$ cat config.mk
export PLATFORM = sky130hd
export DESIGN_NAME = imu_ca_cordic
export DESIGN_NICKNAME = d
export VERILOG_FILES = /design/src/design/imu_ca_pkg.sv /design/src/design/imu_ca_cordic.sv
export SDC_FILE = /design/constraint.sdc
export NUM_CORES = 1
export LEC_CHECK = 0
export BUFFER_PORTS_ARGS = -buffer_cell sky130_fd_sc_hd__buf_2
export CAP_MARGIN = 30
export CELL_PAD_IN_SITES_DETAIL_PLACEMENT = 1
export CELL_PAD_IN_SITES_GLOBAL_PLACEMENT = 2
export CORE_MARGIN = 2
export CORE_UTILIZATION = 36
export DETAILED_ROUTE_END_ITERATION = 8
export GPL_ROUTABILITY_DRIVEN = 0
export GPL_TIMING_DRIVEN = 0
export PLACE_DENSITY = 0.89
export SYNTH_ARGS = -nofsm -noshare
export SYNTH_HDL_FRONTEND = slang
export SYNTH_SLANG_ARGS = --single-unit
$ cat constraint.sdc
create_clock -name i_clk -period 6.1 [get_ports i_clk]
set_clock_uncertainty 0.1 [all_clocks]
set_input_delay 1.525 -clock i_clk [delete_from_list [all_inputs] [get_ports i_clk]]
set_output_delay 1.525 -clock i_clk [all_outputs]
set_load 0.005 [all_outputs]
$ cat src/design/imu_ca_pkg.sv
// imu_ca_pkg: shared types, constants and the CORDIC arctangent table for the
// complementary-filter attitude block. No dependencies.
package imu_ca_pkg;

    localparam int CORDIC_STEPS_DEF = 16;

    // widths
    localparam int ATAN_LEN   = 24;
    localparam int ATAN_IDX_W = 5;
    localparam int ATAN_W     = 22;
    localparam int ANG_W      = 24;   // 1/32768 degree angle state
    localparam int XY_IN_W    = 25;   // CORDIC operand width
    localparam int SQ_IN_W    = 48;
    localparam int SQ_OUT_W   = 24;
    localparam int DIV_N_W    = 44;
    localparam int DIV_D_W    = 22;
    localparam int DIV_Q_W    = 24;
    localparam int PROD_W     = 59;

    // reciprocals for the constant divisors, floor(2^40 / d)
    localparam int RECIP_SH = 20;
    localparam int RECIP_W  = 21;
    localparam logic [RECIP_W-1:0] RECIP_US   = 21'd1099511;   // d = 10^6
    localparam logic [RECIP_W-1:0] RECIP_NORM = 21'd372827;    // d = 90 deg in 2^-15

    // fixed-point constants
    localparam int DEG90_Q16   = 5898240;
    localparam int ANGLE_LIMIT = 5898240;
    localparam int DEG45_Q15   = 1474560;
    localparam int DEG90_Q15   = 2949120;
    localparam int US_PER_S    = 1000000;
    localparam int US_ROUND    = 500000;
    localparam int GAIN_ONE    = 65536;

    // configuration
    localparam int CFG_IDX_W = 3;
    localparam logic [CFG_IDX_W-1:0] CFG_BLEND_GAIN   = 3'd0;
    localparam logic [CFG_IDX_W-1:0] CFG_GRAVITY_GAIN = 3'd1;
    localparam logic [CFG_IDX_W-1:0] CFG_BIAS_X       = 3'd2;
    localparam logic [CFG_IDX_W-1:0] CFG_BIAS_Y       = 3'd3;
    localparam logic [CFG_IDX_W-1:0] CFG_BIAS_Z       = 3'd4;
    localparam logic [15:0] BLEND_GAIN_RST   = 16'd64225;
    localparam logic [15:0] GRAVITY_GAIN_RST = 16'd62259;

    // angle channel selector
    localparam logic [1:0] SEL_PITCH = 2'd0;
    localparam logic [1:0] SEL_ROLL  = 2'd1;
    localparam logic [1:0] SEL_YAW   = 2'd2;

    typedef struct packed {
        logic signed [15:0] accel_x;
        logic signed [15:0] accel_y;
        logic signed [15:0] accel_z;
        logic signed [15:0] rate_x;
        logic signed [15:0] rate_y;
        logic signed [15:0] rate_z;
        logic [15:0]        elapsed_us;
    } t_imu_in;

    typedef struct packed {
        logic signed [15:0] pitch_out;
        logic signed [15:0] roll_out;
        logic signed [31:0] yaw_out;
        logic [15:0]        norm_pitch;
        logic [15:0]        norm_roll;
    } t_imu_out;

    typedef enum logic [4:0] {
        ST_IDLE, ST_GRAV0, ST_GRAV1, ST_GRAV2,
        ST_SQ0, ST_SQ1, ST_SQ2, ST_SQW,
        ST_ATAN, ST_ATANW,
        ST_STEP0, ST_STEP1, ST_STEPW,
        ST_BLEND0, ST_BLEND1, ST_BLEND2,
        ST_YAW, ST_NORM, ST_NORMW, ST_DONE
    } t_state;

    // atan(2^-i) in 2^-16 degree, rounded to nearest
    function automatic logic [ATAN_W-1:0] atan_q16(input logic [ATAN_IDX_W-1:0] idx);
        logic [ATAN_W-1:0] v;
        case (idx)
            5'd0:    v = 22'd2949120;
            5'd1:    v = 22'd1740967;
            5'd2:    v = 22'd919879;
            5'd3:    v = 22'd466945;
            5'd4:    v = 22'd234379;
            5'd5:    v = 22'd117304;
            5'd6:    v = 22'd58666;
            5'd7:    v = 22'd29335;
            5'd8:    v = 22'd14668;
            5'd9:    v = 22'd7334;
            5'd10:   v = 22'd3667;
            5'd11:   v = 22'd1833;
            5'd12:   v = 22'd917;
            5'd13:   v = 22'd458;
            5'd14:   v = 22'd229;
            5'd15:   v = 22'd115;
            5'd16:   v = 22'd57;
            5'd17:   v = 22'd29;
            5'd18:   v = 22'd14;
            5'd19:   v = 22'd7;
            5'd20:   v = 22'd4;
            5'd21:   v = 22'd2;
            5'd22:   v = 22'd1;
            default: v = 22'd0;
        endcase
        return v;
    endfunction

endpackage

$ cat src/design/imu_ca_cordic.sv
// imu_ca_cordic: iterative vectoring CORDIC, atan2(y, x) in 1/32768 degree.
// One micro-rotation per cycle. Depends on imu_ca_pkg.
module imu_ca_cordic #(
    parameter int STEPS = imu_ca_pkg::CORDIC_STEPS_DEF
) (
    input  logic                                     i_clk,
    input  logic                                     i_rst_n,
    input  logic                                     i_start,
    input  logic signed [imu_ca_pkg::XY_IN_W-1:0]    i_y,
    input  logic signed [imu_ca_pkg::XY_IN_W-1:0]    i_x,
    output logic                                     o_done,
    output logic signed [imu_ca_pkg::ANG_W-1:0]      o_angle
);
    import imu_ca_pkg::*;

    localparam int XY_W = XY_IN_W + 3;
    localparam int Z_W  = 26;
    localparam logic [ATAN_IDX_W-1:0] LAST = ATAN_IDX_W'(STEPS - 1);
    localparam logic signed [Z_W-1:0] Z_90 = Z_W'(DEG90_Q16);
    localparam logic signed [Z_W-1:0] Z_HI = Z_W'(ANGLE_LIMIT);
    localparam logic signed [Z_W-1:0] Z_LO = -Z_W'(ANGLE_LIMIT);

    logic signed [XY_W-1:0] r_x, r_y, xe, ye, dx, dy;
    logic signed [Z_W-1:0]  r_z, atan_v, z_half;
    logic [ATAN_IDX_W-1:0]  r_cnt;
    logic                   r_run, r_fin, r_done, r_zero;
    logic signed [ANG_W-1:0] r_angle;

    assign xe = XY_W'(i_x);
    assign ye = XY_W'(i_y);
    assign dx = r_y >>> r_cnt;
    assign dy = r_x >>> r_cnt;
    assign atan_v = Z_W'(atan_q16(r_cnt));
    assign z_half = (r_z + Z_W'(1)) >>> 1;

    always_ff @(posedge i_clk) begin
        if (!i_rst_n) begin
            r_run  <= 1'b0;
            r_fin  <= 1'b0;
            r_done <= 1'b0;
        end else begin
            r_done <= r_fin && !i_start && !r_run;
            if (i_start) begin
                r_run  <= 1'b1;
                r_cnt  <= '0;
                r_zero <= (i_x == '0) && (i_y == '0);
                if (i_x < 0) begin
                    // pre-rotate into the right half plane
                    if (i_y >= 0) begin
                        r_x <= ye;
                        r_y <= -xe;
                        r_z <= Z_90;
                    end else begin
                        r_x <= -ye;
                        r_y <= xe;
                        r_z <= -Z_90;
                    end
                end else begin
                    r_x <= xe;
                    r_y <= ye;
                    r_z <= '0;
                end
            end else if (r_run) begin
                if (r_y < 0) begin
                    r_x <= r_x - dx;
                    r_y <= r_y + dy;
                    r_z <= r_z - atan_v;
                end else begin
                    r_x <= r_x + dx;
                    r_y <= r_y - dy;
                    r_z <= r_z + atan_v;
                end
                r_cnt <= r_cnt + 1'b1;
                if (r_cnt == LAST) begin
                    r_run <= 1'b0;
                    r_fin <= 1'b1;
                end
            end else if (r_fin) begin
                r_fin  <= 1'b0;
                if (r_zero) begin
                    r_angle <= '0;
                end else if (z_half > Z_HI) begin
                    r_angle <= ANG_W'(Z_HI);
                end else if (z_half < Z_LO) begin
                    r_angle <= ANG_W'(Z_LO);
                end else begin
                    r_angle <= ANG_W'(z_half);
                end
            end
        end
    end

    assign o_done  = r_done;
    assign o_angle = r_angle;

endmodule

==> results of run 1 <==
-- final timing paths --
| kind | to | cells after the start |
|---|---|---|
| max | r_x[26] | 22 |
| max reg2reg | r_x[26] | 22 |
| min reg2reg | r_fin | 2 |
| min | r_fin | 2 |
-- cell usage in the layout, fill, tap and decap left out, drive strengths merged, types with 23 or more instances in the layout --
cell / Yosys / final
a31oi: 24 / 24
ha: 99 / 99
mux2i: 59 / 59
nand2: 158 / 158
o211ai: 55 / 55
nor2b: 23 / 23
clkbuf: 76 / 97
buf: 39 / 173
mux2: 23 / 23
a21oi: 153 / 153
nor3: 48 / 48
nand3: 66 / 66
o21ai: 146 / 146
o31ai: 29 / 29
a21o: 28 / 28
xnor2: 105 / 105
mux4: 43 / 43
edfxtp: 112 / 112
inv: 60 / 69
nor2: 201 / 201
xor2: 79 / 79
dfxtp: 25 / 25
-- power breakdown --
part,internal (mW),total (mW),switching (mW)
Combinational,1.51,3.72,2.21
Sequential,1.22,1.44,0.216
Clock,0.577,1.09,0.511
-- layer usage --
| metal | global-route usage | up-vias |
|---|---|---|
| met3 | 0.0622 | 321 |
| met2 | 0.468 | 996 |
| met4 | 0.177 | 2 |
| li1 | - | 7761 |
| met1 | 0.359 | 8633 |
| met5 | 0 | - |
-- area by class of cell --
cell class,instances,share of cell area
Multi-Input combinational cell,1664,0.637
Sequential cell,137,0.200
Timing Repair Buffer,137,0.0486
Tap cell,600,0.0388
Buffer,115,0.0341
Clock buffer,18,0.0222
Inverter,62,0.0122
Clock inverter,14,0.00782
-- flip-flops by register name, indices dropped and copies added, names as in the netlist --
name	count
r_y	28
o_done	1
r_cnt	5
r_zero	1
atan_v	22
o_angle	24
r_x	28
r_run	1
r_z	26
r_fin	1
-- cell families (layout without fill, tap and decap cells) --
kind of cell             Yosys count  count (layout)
AND/OR/NAND/NOR                  650             650
adder cells (fa/ha/maj)          102             102
XOR/XNOR                         185             185
multiplexers                     125             125
AO/OA/AOI/OAI                    602             602
buffers and inverters            177             346
flip-flops                       137             137
-- worst reg2reg max path: stages (launching register included) --
cell and delay, ns:
edfxtp_1 0.48, buf_12 0.19, buf_4 0.16, inv_2 0.23, buf_2 0.38, mux2i_2 0.45, o32ai_1 0.19, nor2_2 0.28
and3_2 0.32, nand4_4 0.15, buf_4 0.18, or2_2 0.33, o311ai_2 0.35, a31oi_1 0.18, ha_1 0.42, and3_1 0.25
a221o_1 0.33, nand2_1 0.12, o31ai_2 0.09, o41ai_2 0.33, o21ai_1 0.16, xnor2_1 0.18, nor2_1 0.05
-- through the flow --
step	setup WS [ns]	TNS [ns]	hold WS, ns	cell area [sq um]	total power, mW
finish	-0.0789	-0.232	0.395	19400	6.25
global placement	-1.37	-38.84	0.353	17600	4.64
global route	-0.193	-0.902	0.417	19400	6.61
floorplan	0.0348	0	0.317	16500	3.82
CTS	0.00456	0	0.402	18600	5.96
detailed placement	-1.48	-18.79	0.386	17700	4.76
-- repair_timing --
action,4_1_cts,5_1_grt
pin swaps,11,31
buffers inserted,13,40
setup endpoints to repair,27,18
gates resized for setup,70,84
gates cloned,0,1
hold buffers,0,0
==> metrics.yaml, run 1 <==
outcome:
  status: "complete, but fails checks"
  failed_checks: "design-rule violations, negative setup slack"
clock_tree:
  clkSinkCount: 137
  cts.reportedPaths.clkPinSlew_ns: 0.07
  numCtsBuffers: 17
  ctsHtreeMaxLevel: 4
  root_buffer: "clkbuf_16"
  cts_tree: "done"
  insertion_delay_ns: 0.50
  clockBufferDepth: 2
cells_and_area:
  fin_util: 0.428
  instances_no_fill: 2747
  nFillCells: 5479
  area_delta_synth_final_pct: 17.5
  final_nets: 2289
  n_antenna_cell: 0
  multi_input_area_sq_um: 12300
  seq_area_sq_um: 3860
  drive_gt1_frac: 0.179
placed_design:
  dp_hpwl_mm: 53.7
  port_buffers: 75
  dp_cells: 2659
sta:
  finalMaxSlewViolations: 0
  final-setup-viol-count: 5
  worstMarginPinSlew_ns: 1.08
  rsz0062_at_grt: "true"
  period_share: 1.01
  post-route-min-period_ns: 6.18
  finalHoldViolCount: 0
  slew_headroom: 0.272
  setup_slack_ns: -0.0789
  max_freq_mhz: 162
synth:
  syn-num-nets: 2133
  synth_top_family_by_area: "compound AO/OA/AOI/OAI gates"
  async_reset_ff_frac: 0
  synth_adder_area_share: 0.0788
  syn_area_per_cell_sq_um: 8.33
  yosysTopAreaCell: "edfxtp_1"
  syn-instance-count: 1978
  synth_seq_cells: 137
  ys_types: 103
  seq_area_frac_synth: 0.235
  synthTopCellsByCount: "201 x nor2_1, 158 x nand2_1, 152 x a21oi_1, 137 x o21ai_0, 112 x edfxtp_1"
  synth_edf_count: 112
  netlist_top_cells_area: "edfxtp_1 20%, ha_1 7.5%, mux4_2 5.7%"
  synth_warnings: 0
  synth_xor_area_frac: 0.0992
  synth_simple_gate_area_frac: 0.193
  synth_most_common_cell: "nor2_1"
  synth_compound_area_frac: 0.237
  synth_ff_type: "edfxtp_1"
  yosysTopAreaCellShare: 0.204
  synth_area_sq_um: 16500
  synth.area.mux_share: 0.112
die:
  pin_count: 78
  initial_utilization: 0.364
  rows: 78
  die_y_um: 218
  core_area_sq_um: 45300
  die_area_sq_um: 47500
  die_x_um: 218
setup_path:
  crit_path_start: "r_cnt[0]"
  worstPathCellList: "buf_12 -> buf_4 -> inv_2 -> buf_2 -> mux2i_2 -> o32ai_1 -> nor2_2 -> and3_2 -> nand4_4 -> buf_4 -> or2_2 -> o311ai_2 -> a31oi_1 -> ha_1 -> and3_1 -> a221o_1 -> nand2_1 -> o31ai_2 -> o41ai_2 -> o21ai_1 -> xnor2_1 -> nor2_1"
  max_stage_delay_ns: 0.48
  rr_startpoint: "r_cnt[0]"
  crit_slowest_cell: "edfxtp_1"
  worstSetupEndpointType: "flop"
  r2r_slack_ns: -0.08
  crit_path_max_fanout: 10
  cp_data_arrival_time_ns: 6.30
  cp_top_family: "compound AO/OA/AOI/OAI gates"
  crit_path_frequent_cell: "buf_4"
  cp-start-kind: "flop"
  path_class: "reg -> reg"
  cp.buffers_inverters: 5
  required_ns: 6.22
pwr:
  ir_worst_vdd_mv: 0.303
  power_density_nw_per_um2: 323
  p_leak_nw: 7.27
detailed_routing:
  wl_per_cell_um: 25.9
  first_pass_iters: 9
  vias: 17713
  ant_nets: 0
  vias_per_cell: 6.45
  wl_met1_mm: 27.8
  met2WireLength_mm: 32.0
  drt_iter0_markers: 1706
  drcViolationCount: 13
  routed-wl-met3_mm: 6.29
  top_layer: "met5"
  wirelength_mm: 71.3
grt:
  gr-total-overflow: 0
  grt_max_degree: 55
  grt_util_all_layers: 0.292
  grt_pass1_vias: 17514
  grt_pass1_wl_mm: 105
  grt_antenna_before_repair: 2
run:
  max_cap_violations: 0
hold_path:
  min_from: "r_fin"
  hp-class: "reg -> reg"
Note: power is estimated with default switching activity, not from simulation.
==> run 2: changes to the inputs <==
--- a/config.mk
+++ b/config.mk
@@ -5,15 +5,16 @@
 export SDC_FILE = /design/constraint.sdc
 export NUM_CORES = 1
 export LEC_CHECK = 0
-export BUFFER_PORTS_ARGS = -buffer_cell sky130_fd_sc_hd__buf_2
 export CAP_MARGIN = 30
 export CELL_PAD_IN_SITES_DETAIL_PLACEMENT = 1
 export CELL_PAD_IN_SITES_GLOBAL_PLACEMENT = 2
 export CORE_MARGIN = 2
-export CORE_UTILIZATION = 36
+export CORE_UTILIZATION = 37
 export DETAILED_ROUTE_END_ITERATION = 8
+export DONT_BUFFER_PORTS = 1
 export GPL_ROUTABILITY_DRIVEN = 0
 export GPL_TIMING_DRIVEN = 0
+export HOLD_SLACK_MARGIN = 0.02
 export PLACE_DENSITY = 0.89
 export SYNTH_ARGS = -nofsm -noshare
 export SYNTH_HDL_FRONTEND = slang
==> metrics.yaml, run 2 (synthesis results as in run 1) <==
die:
  die_y_um: 215  # was 218 um
  die_area_sq_um: 46200  # was 47500 sq um
  rows: 77  # was 78
  pin_count: 78  # unchanged
  die_x_um: 215  # was 218 um
  initial_utilization: 0.373  # was 0.364
  core_area_sq_um: 44100  # was 45300 sq um
cells_and_area:
  n_antenna_cell: 0  # unchanged
  drive_gt1_frac: 0.134  # was 0.179
  largestRegisters: "r_x x28, r_y x28, r_z x26"  # unchanged
  final_nets: 2202  # was 2289
  layout_common_cells: "195 x nor2_1, 157 x nand2_1, 147 x a21oi_1"  # was 195 x nor2_1, 158 x nand2_1, 142 x a21oi_1
  layout_commonest_cell: "nor2_1"  # unchanged
  area_delta_synth_final_pct: 13.8  # was 17.5%
setup_path:
  cp_top_family: "simple AND/OR/NAND/NOR gates"  # was compound AO/OA/AOI/OAI gates
  worstSetupEndpointType: "flop"  # unchanged
  cp-start-kind: "flop"  # unchanged
  cp_data_arrival_time_ns: 6.19  # was 6.30 ns
  path_class: "reg -> reg"  # unchanged
  crit_path_max_fanout: 10  # unchanged
  max_stage_delay_ns: 0.59  # was 0.48 ns
  cp.buffers_inverters: 4  # was 5
  crit_slowest_cell: "mux4_2"  # was edfxtp_1
  required_ns: 6.22  # about the same
  worstPathCellList: "buf_6 -> buf_12 -> buf_6 -> mux4_2 -> mux2i_2 -> o32ai_1 -> nor2_2 -> and3_1 -> nand4_4 -> or4_4 -> or2_4 -> o21a_1 -> o32ai_4 -> ha_4 -> a21oi_2 -> o21bai_1 -> a21oi_2 -> and4_4 -> o31ai_2 -> o41ai_2 -> buf_4 -> xor2_1 -> o22ai_1"  # was buf_12 -> buf_4 -> inv_2 -> buf_2 -> mux2i_2 -> o32ai_1 -> nor2_2 -> and3_2 -> nand4_4 -> buf_4 -> or2_2 -> o311ai_2 -> a31oi_1 -> ha_1 -> and3_1 -> a221o_1 -> nand2_1 -> o31ai_2 -> o41ai_2 -> o21ai_1 -> xnor2_1 -> nor2_1
pwr:
  power_frac_clock: 0.179  # was 0.174
  sequentialPowerShare: 0.234  # was 0.230
  ir_worst_vdd_mv: 0.336  # was 0.303 mV
  p_leak_nw: 6.91  # was 7.27 nW
  p_comb_frac: 0.587  # was 0.596
  p_sw_mw: 2.90  # was 2.94 mW
  p_total_mw: 6.14  # was 6.25 mW
  intPower_mw: 3.25  # was 3.31 mW
  switching_share: 0.472  # was 0.470
  power_density_nw_per_um2: 327  # was 323 nW/um^2
detailed_routing:
  drt_iter0_markers: 1752  # was 1706
  first_pass_iters: 6  # was 9
  wirelength_mm: 70.0  # was 71.3 mm
  wl_per_cell_um: 26.4  # was 25.9 um
  ant_nets: 0  # unchanged
  drcViolationCount: 0  # was 13
  vias_per_cell: 6.47  # was 6.45
  vias: 17162  # was 17713
clock_tree:
  insertion_delay_ns: 0.49  # was 0.50 ns
  postCtsHoldBufs: 0  # unchanged
  ctsHtreeMaxLevel: 4  # unchanged
  cts.reportedPaths.clkPinSlew_ns: 0.08  # was 0.07 ns
  clkSinkCount: 137  # unchanged
  clockBufferDepth: 2  # unchanged
  numCtsBuffers: 17  # unchanged
  cts_tree: "done"  # unchanged
  root_buffer: "clkbuf_16"  # unchanged
placed_design:
  dp_hpwl_mm: 53.8  # was 53.7 mm
  port_buffers: 0  # was 75
grt:
  gr-total-overflow: 0  # unchanged
  grt_max_degree: 63  # was 55
  grt_antenna_before_repair: 0  # was 2
  grt_pass1_vias: 17455  # was 17514
  grt_pass1_wl_mm: 106  # was 105 mm
  grt_util_all_layers: 0.299  # was 0.292
sta:
  slew_headroom: 0.273  # was 0.272
  period_share: 0.995  # was 1.01
  finalHoldViolCount: 0  # unchanged
  post-route-min-period_ns: 6.07  # was 6.18 ns
  holdWs_ns: 0.386  # was 0.395 ns
  worstMarginPinSlew_ns: 1.08  # about the same
  final-setup-viol-count: 0  # was 5
  finalMaxSlewViolations: 0  # unchanged
  rsz0062_at_grt: "true"  # unchanged
  max_freq_mhz: 165  # was 162 MHz
outcome:
  status: "complete, no violations"  # was complete, but fails checks
hold_path:
  hp-class: "reg -> reg"  # unchanged
run:
  max_cap_violations: 0  # unchanged
## run 2: changes by cell type in the layout (fill, tap and decap cells not counted), sizes merged
cell,delta
buf,-86
bufinv,-1
clkbuf,-2
clkinv,+2
clkinvlp,-1
inv,+1
## run 2: path summary, 6_finish.rpt
check / to / start / cells past startpoint / slack (ns)
worst max register to register: r_x[24] / r_cnt[1] / 23 / 0.03
worst max-delay path: r_x[24] / r_cnt[1] / 23 / 0.03
worst min register to register: r_fin / r_fin / 2 / 0.39
worst min-delay path: r_fin / r_fin / 2 / 0.39
## run 2: final cells by class
cell class	count	area (sq um)
Multi-Input combinational cell	1664	12200
Sequential cell	137	3860
Inverter	62	236
Fill cell	5342	25400
Timing Repair Buffer	50	430
Tap cell	592	741
Buffer	115	648
Clock buffer	17	425
Clock inverter	15	173
## run 2: routing by layer
metal  vias up  global-route usage  wire (um)
met3       271              0.0719       6250
met2       902               0.490      31800
met4         0               0.169       4540
li1       7568                   -          -
met5         -                   0          0
met1      8421               0.361      27400
## run 2: stage by stage
step	cells	setup TNS, ns	utilization	setup WS [ns]	area, sq um
final	2652	0	0.425	0.0285	18800
after global routing	2652	-0.583	0.425	-0.0955	18800
after global placement	2570	-30.92	0.390	-1.28	17200
after detailed placement	2577	-18.28	0.393	-1.48	17300
after floorplan	1978	0	-	0.0348	16500
after CTS	2627	0	0.417	0.00502	18400
## run 2: timing repair
item / in CTS / in global routing
setup buffers: 18 / 23
pin swaps: 11 / 19
endpoints found under the setup margin: 27 / 20
resized for setup: 79 / 46
## run 2: worst reg2reg max path: cells and delay by family (launching register included)
family,cells,cell delay [ns]
simple gates,6,1.74
compound gates,9,1.49
mux,2,0.95
buf+inv,4,0.70
flops,1,0.39
fa+ha+maj,1,0.26
xor+xnor,1,0.16
## run 2: power groups by stage
stage / combinational, mW / sequential, mW / clock [mW]
final: 3.61 / 1.43 / 1.10
after global routing: 3.92 / 1.44 / 1.15
after CTS: 3.43 / 1.42 / 1.12
after detailed placement: 3.29 / 1.44 / 0
after global placement: 3.16 / 1.44 / 0
after floorplan: 2.47 / 1.34 / 0
==> run 3: changes to the inputs <==
--- a/config.mk
+++ b/config.mk
@@ -5,17 +5,18 @@
 export SDC_FILE = /design/constraint.sdc
 export NUM_CORES = 1
 export LEC_CHECK = 0
+export BUFFER_PORTS_ARGS = -buffer_cell sky130_fd_sc_hd__buf_2
 export CAP_MARGIN = 30
 export CELL_PAD_IN_SITES_DETAIL_PLACEMENT = 1
 export CELL_PAD_IN_SITES_GLOBAL_PLACEMENT = 2
 export CORE_MARGIN = 2
-export CORE_UTILIZATION = 37
+export CORE_UTILIZATION = 36
 export DETAILED_ROUTE_END_ITERATION = 8
-export DONT_BUFFER_PORTS = 1
 export GPL_ROUTABILITY_DRIVEN = 0
 export GPL_TIMING_DRIVEN = 0
 export HOLD_SLACK_MARGIN = 0.02
 export PLACE_DENSITY = 0.89
+export REMOVE_ABC_BUFFERS = 1
 export SYNTH_ARGS = -nofsm -noshare
 export SYNTH_HDL_FRONTEND = slang
 export SYNTH_SLANG_ARGS = --single-unit
==> metrics.yaml, run 3 (synthesis results as in run 1) <==
sta:
  final-setup-viol-count: 0  # unchanged
  setup_slack_ns: 0.0537  # was 0.0285 ns
  period_share: 0.991  # was 0.995
  slew_headroom: 0.344  # was 0.273
  max_freq_mhz: 165  # about the same
  rsz0062_at_grt: "true"  # unchanged
  finalMaxSlewViolations: 0  # unchanged
  setup_tns_ns: 0  # unchanged
  post-route-min-period_ns: 6.05  # was 6.07 ns
  worstMarginPinSlew_ns: 0.984  # was 1.08 ns
  holdWs_ns: 0.403  # was 0.386 ns
  finalHoldViolCount: 0  # unchanged
hold_path:
  holdPathEnd: "r_fin"  # unchanged
  hold_depth: 2  # unchanged
  min_from: "r_fin"  # unchanged
  hp-class: "reg -> reg"  # unchanged
clock_tree:
  numCtsBuffers: 17  # unchanged
  clockBufferDepth: 2  # unchanged
  clkSinkCount: 137  # unchanged
  cts.reportedPaths.clkPinSlew_ns: 0.08  # about the same
  cts_tree: "done"  # unchanged
  root_buffer: "clkbuf_16"  # unchanged
  insertion_delay_ns: 0.48  # was 0.49 ns
  ctsHtreeMaxLevel: 4  # unchanged
detailed_routing:
  ant_nets: 0  # unchanged
  vias: 16142  # was 17162
  drcViolationCount: 0  # unchanged
  vias_per_cell: 6.10  # was 6.47
  routed-wl-met3_mm: 3.24  # was 6.25 mm
  met2WireLength_mm: 28.0  # was 31.8 mm
  wl_per_cell_um: 21.5  # was 26.4 um
  wl_met1_mm: 23.4  # was 27.4 mm
  first_pass_iters: 5  # was 6
  wirelength_mm: 56.9  # was 70.0 mm
  top_layer: "met5"  # was met4
  drt_iter0_markers: 1077  # was 1752
die:
  rows: 78  # was 77
  die_y_um: 218  # was 215 um
  pin_count: 78  # unchanged
  die_area_sq_um: 47500  # was 46200 sq um
  initial_utilization: 0.364  # was 0.373
  die_x_um: 218  # was 215 um
  core_area_sq_um: 45300  # was 44100 sq um
setup_path:
  r2r-end: "r_x[27]"  # was r_x[24]
  r2r_slack_ns: 0.05  # was 0.03 ns
  crit_path_max_fanout: 13  # was 10
  required_ns: 6.32  # was 6.22 ns
  max_stage_delay_ns: 0.66  # was 0.59 ns
  worstPathCellList: "clkbuf_16 -> buf_4 -> bufbuf_16 -> or4b_2 -> o21ai_0 -> o32ai_1 -> nor2_1 -> buf_4 -> nand3_1 -> nor2_1 -> a21oi_1 -> xor2_1 -> ha_1 -> o2111ai_1 -> and4b_1 -> a31o_2 -> a32oi_4 -> a41o_1 -> a211oi_1 -> or4_1 -> a21oi_2"  # was buf_6 -> buf_12 -> buf_6 -> mux4_2 -> mux2i_2 -> o32ai_1 -> nor2_2 -> and3_1 -> nand4_4 -> or4_4 -> or2_4 -> o21a_1 -> o32ai_4 -> ha_4 -> a21oi_2 -> o21bai_1 -> a21oi_2 -> and4_4 -> o31ai_2 -> o41ai_2 -> buf_4 -> xor2_1 -> o22ai_1
  reg2reg_depth: 21  # was 23
  path_class: "reg -> reg"  # unchanged
  crit_slowest_cell: "or4b_2"  # was mux4_2
  cp-start-kind: "flop"  # unchanged
  cp_data_arrival_time_ns: 6.26  # was 6.19 ns
  worstSetupEndpointType: "flop"  # unchanged
  rr_startpoint: "r_cnt[1]"  # unchanged
placed_design:
  dp_hpwl_mm: 42.5  # was 53.8 mm
  port_buffers: 77  # was 0
  place_ws_ns: -1.53  # was -1.48 ns
  placed_area_sq_um: 17700  # was 17300 sq um
  dp_cells: 2568  # was 2577
grt:
  grt_pass1_vias: 16490  # was 17455
  grt_pass1_wl_mm: 89.6  # was 106 mm
  grt_max_degree: 99  # was 63
  grt_util_all_layers: 0.237  # was 0.299
  grt_antenna_before_repair: 1  # was 0
  gr-total-overflow: 0  # unchanged
cells_and_area:
  area_delta_synth_final_pct: 15.9  # was 13.8%
  layout_commonest_cell: "nor2_1"  # unchanged
  drive_gt1_frac: 0.168  # was 0.134
  final_nets: 2190  # was 2202
  finalInstanceArea_sq_um: 19100  # was 18800 sq um
  largestRegisters: "r_x x28, r_y x28, r_z x26"  # unchanged
  n_antenna_cell: 0  # unchanged
  fin_util: 0.422  # was 0.425
  instances_no_fill: 2648  # was 2652
  nFillCells: 5387  # was 5342
  layout_common_cells: "195 x nor2_1, 155 x nand2_1, 146 x a21oi_1"  # was 195 x nor2_1, 157 x nand2_1, 147 x a21oi_1
pwr:
  ir_worst_vdd_mv: 0.195  # was 0.336 mV
  p_leak_nw: 7.16  # was 6.91 nW
  power_density_nw_per_um2: 316  # was 327 nW/um^2
  p_total_mw: 6.04  # was 6.14 mW
outcome:
  status: "complete, no violations"  # unchanged
run:
  max_cap_violations: 0  # unchanged
==> run 3: cell count changes in the layout (fill, tap and decap cells not counted), moves of 5 or more <==
cell      before  now
clkbuf_2      14    0
buf_2          6   78
inv_8          5    0
buf_6         10    3
clkbuf_1      63    3
buf_1         13    0
buf_16         1   15
buf_12         7    2
==> run 3: final cells by class <==
class                      instances  area [sq um]  share of cell area
clock buffer                      20           437              0.0229
clock inverter                    12           140             0.00734
inverter                          62           244              0.0128
multi-input combinational       1664         12300               0.644
sequential                       137          3860               0.202
tap                              600           751              0.0393
timing repair buffer             152          1360              0.0711
timing repair inverter             1          5.00            0.000262
==> run 3: routing by layer <==
| layer | global-route usage | vias to the layer above |
|---|---|---|
| li1 | - | 7550 |
| met1 | 0.287 | 7907 |
| met2 | 0.411 | 519 |
| met3 | 0.0386 | 164 |
| met4 | 0.104 | 2 |
| met5 | 0 | - |
==> run 3: worst max-delay path: cells and delay by family, from the launching register on <==
family          cells  cell delay [ns]
fa+ha+maj           1             0.44
simple gates        6             2.18
compound gates      9             1.72
flops               1             0.45
xor+xnor            1             0.18
buf+inv             4             0.79
==> run 3: report_power, final <==
group / internal, mW / leakage [nW] / switching, mW / total, mW
Sequential: 1.22 / 1.25 / 0.240 / 1.46
Combinational: 1.51 / 5.64 / 1.99 / 3.49
Clock: 0.606 / 0.272 / 0.479 / 1.09
Total: 3.33 / 7.16 / 2.71 / 6.04
==> run 3: worst max path at each step <==
stage	cells past startpoint	slack [ns]	startpoint	to
floorplan	21	-1.46	r_cnt[1]	r_x[26]
global route	25	-0.11	r_cnt[1]	r_x[26]
global placement	8	-4.18	i_start	atan_v[3]
CTS	21	0.02	r_cnt[0]	r_x[25]
finish	21	0.05	r_cnt[1]	r_x[27]
detailed placement	24	-1.53	r_cnt[1]	r_x[26]
==> run 3: timing repair <==
item / 4_1_cts / 5_1_grt
cloned: 1 / 1
buffers inserted: 15 / 30
setup endpoints to repair: 28 / 18
pin swaps: 15 / 14
hold buffers: 0 / 0
resized for setup: 43 / 48
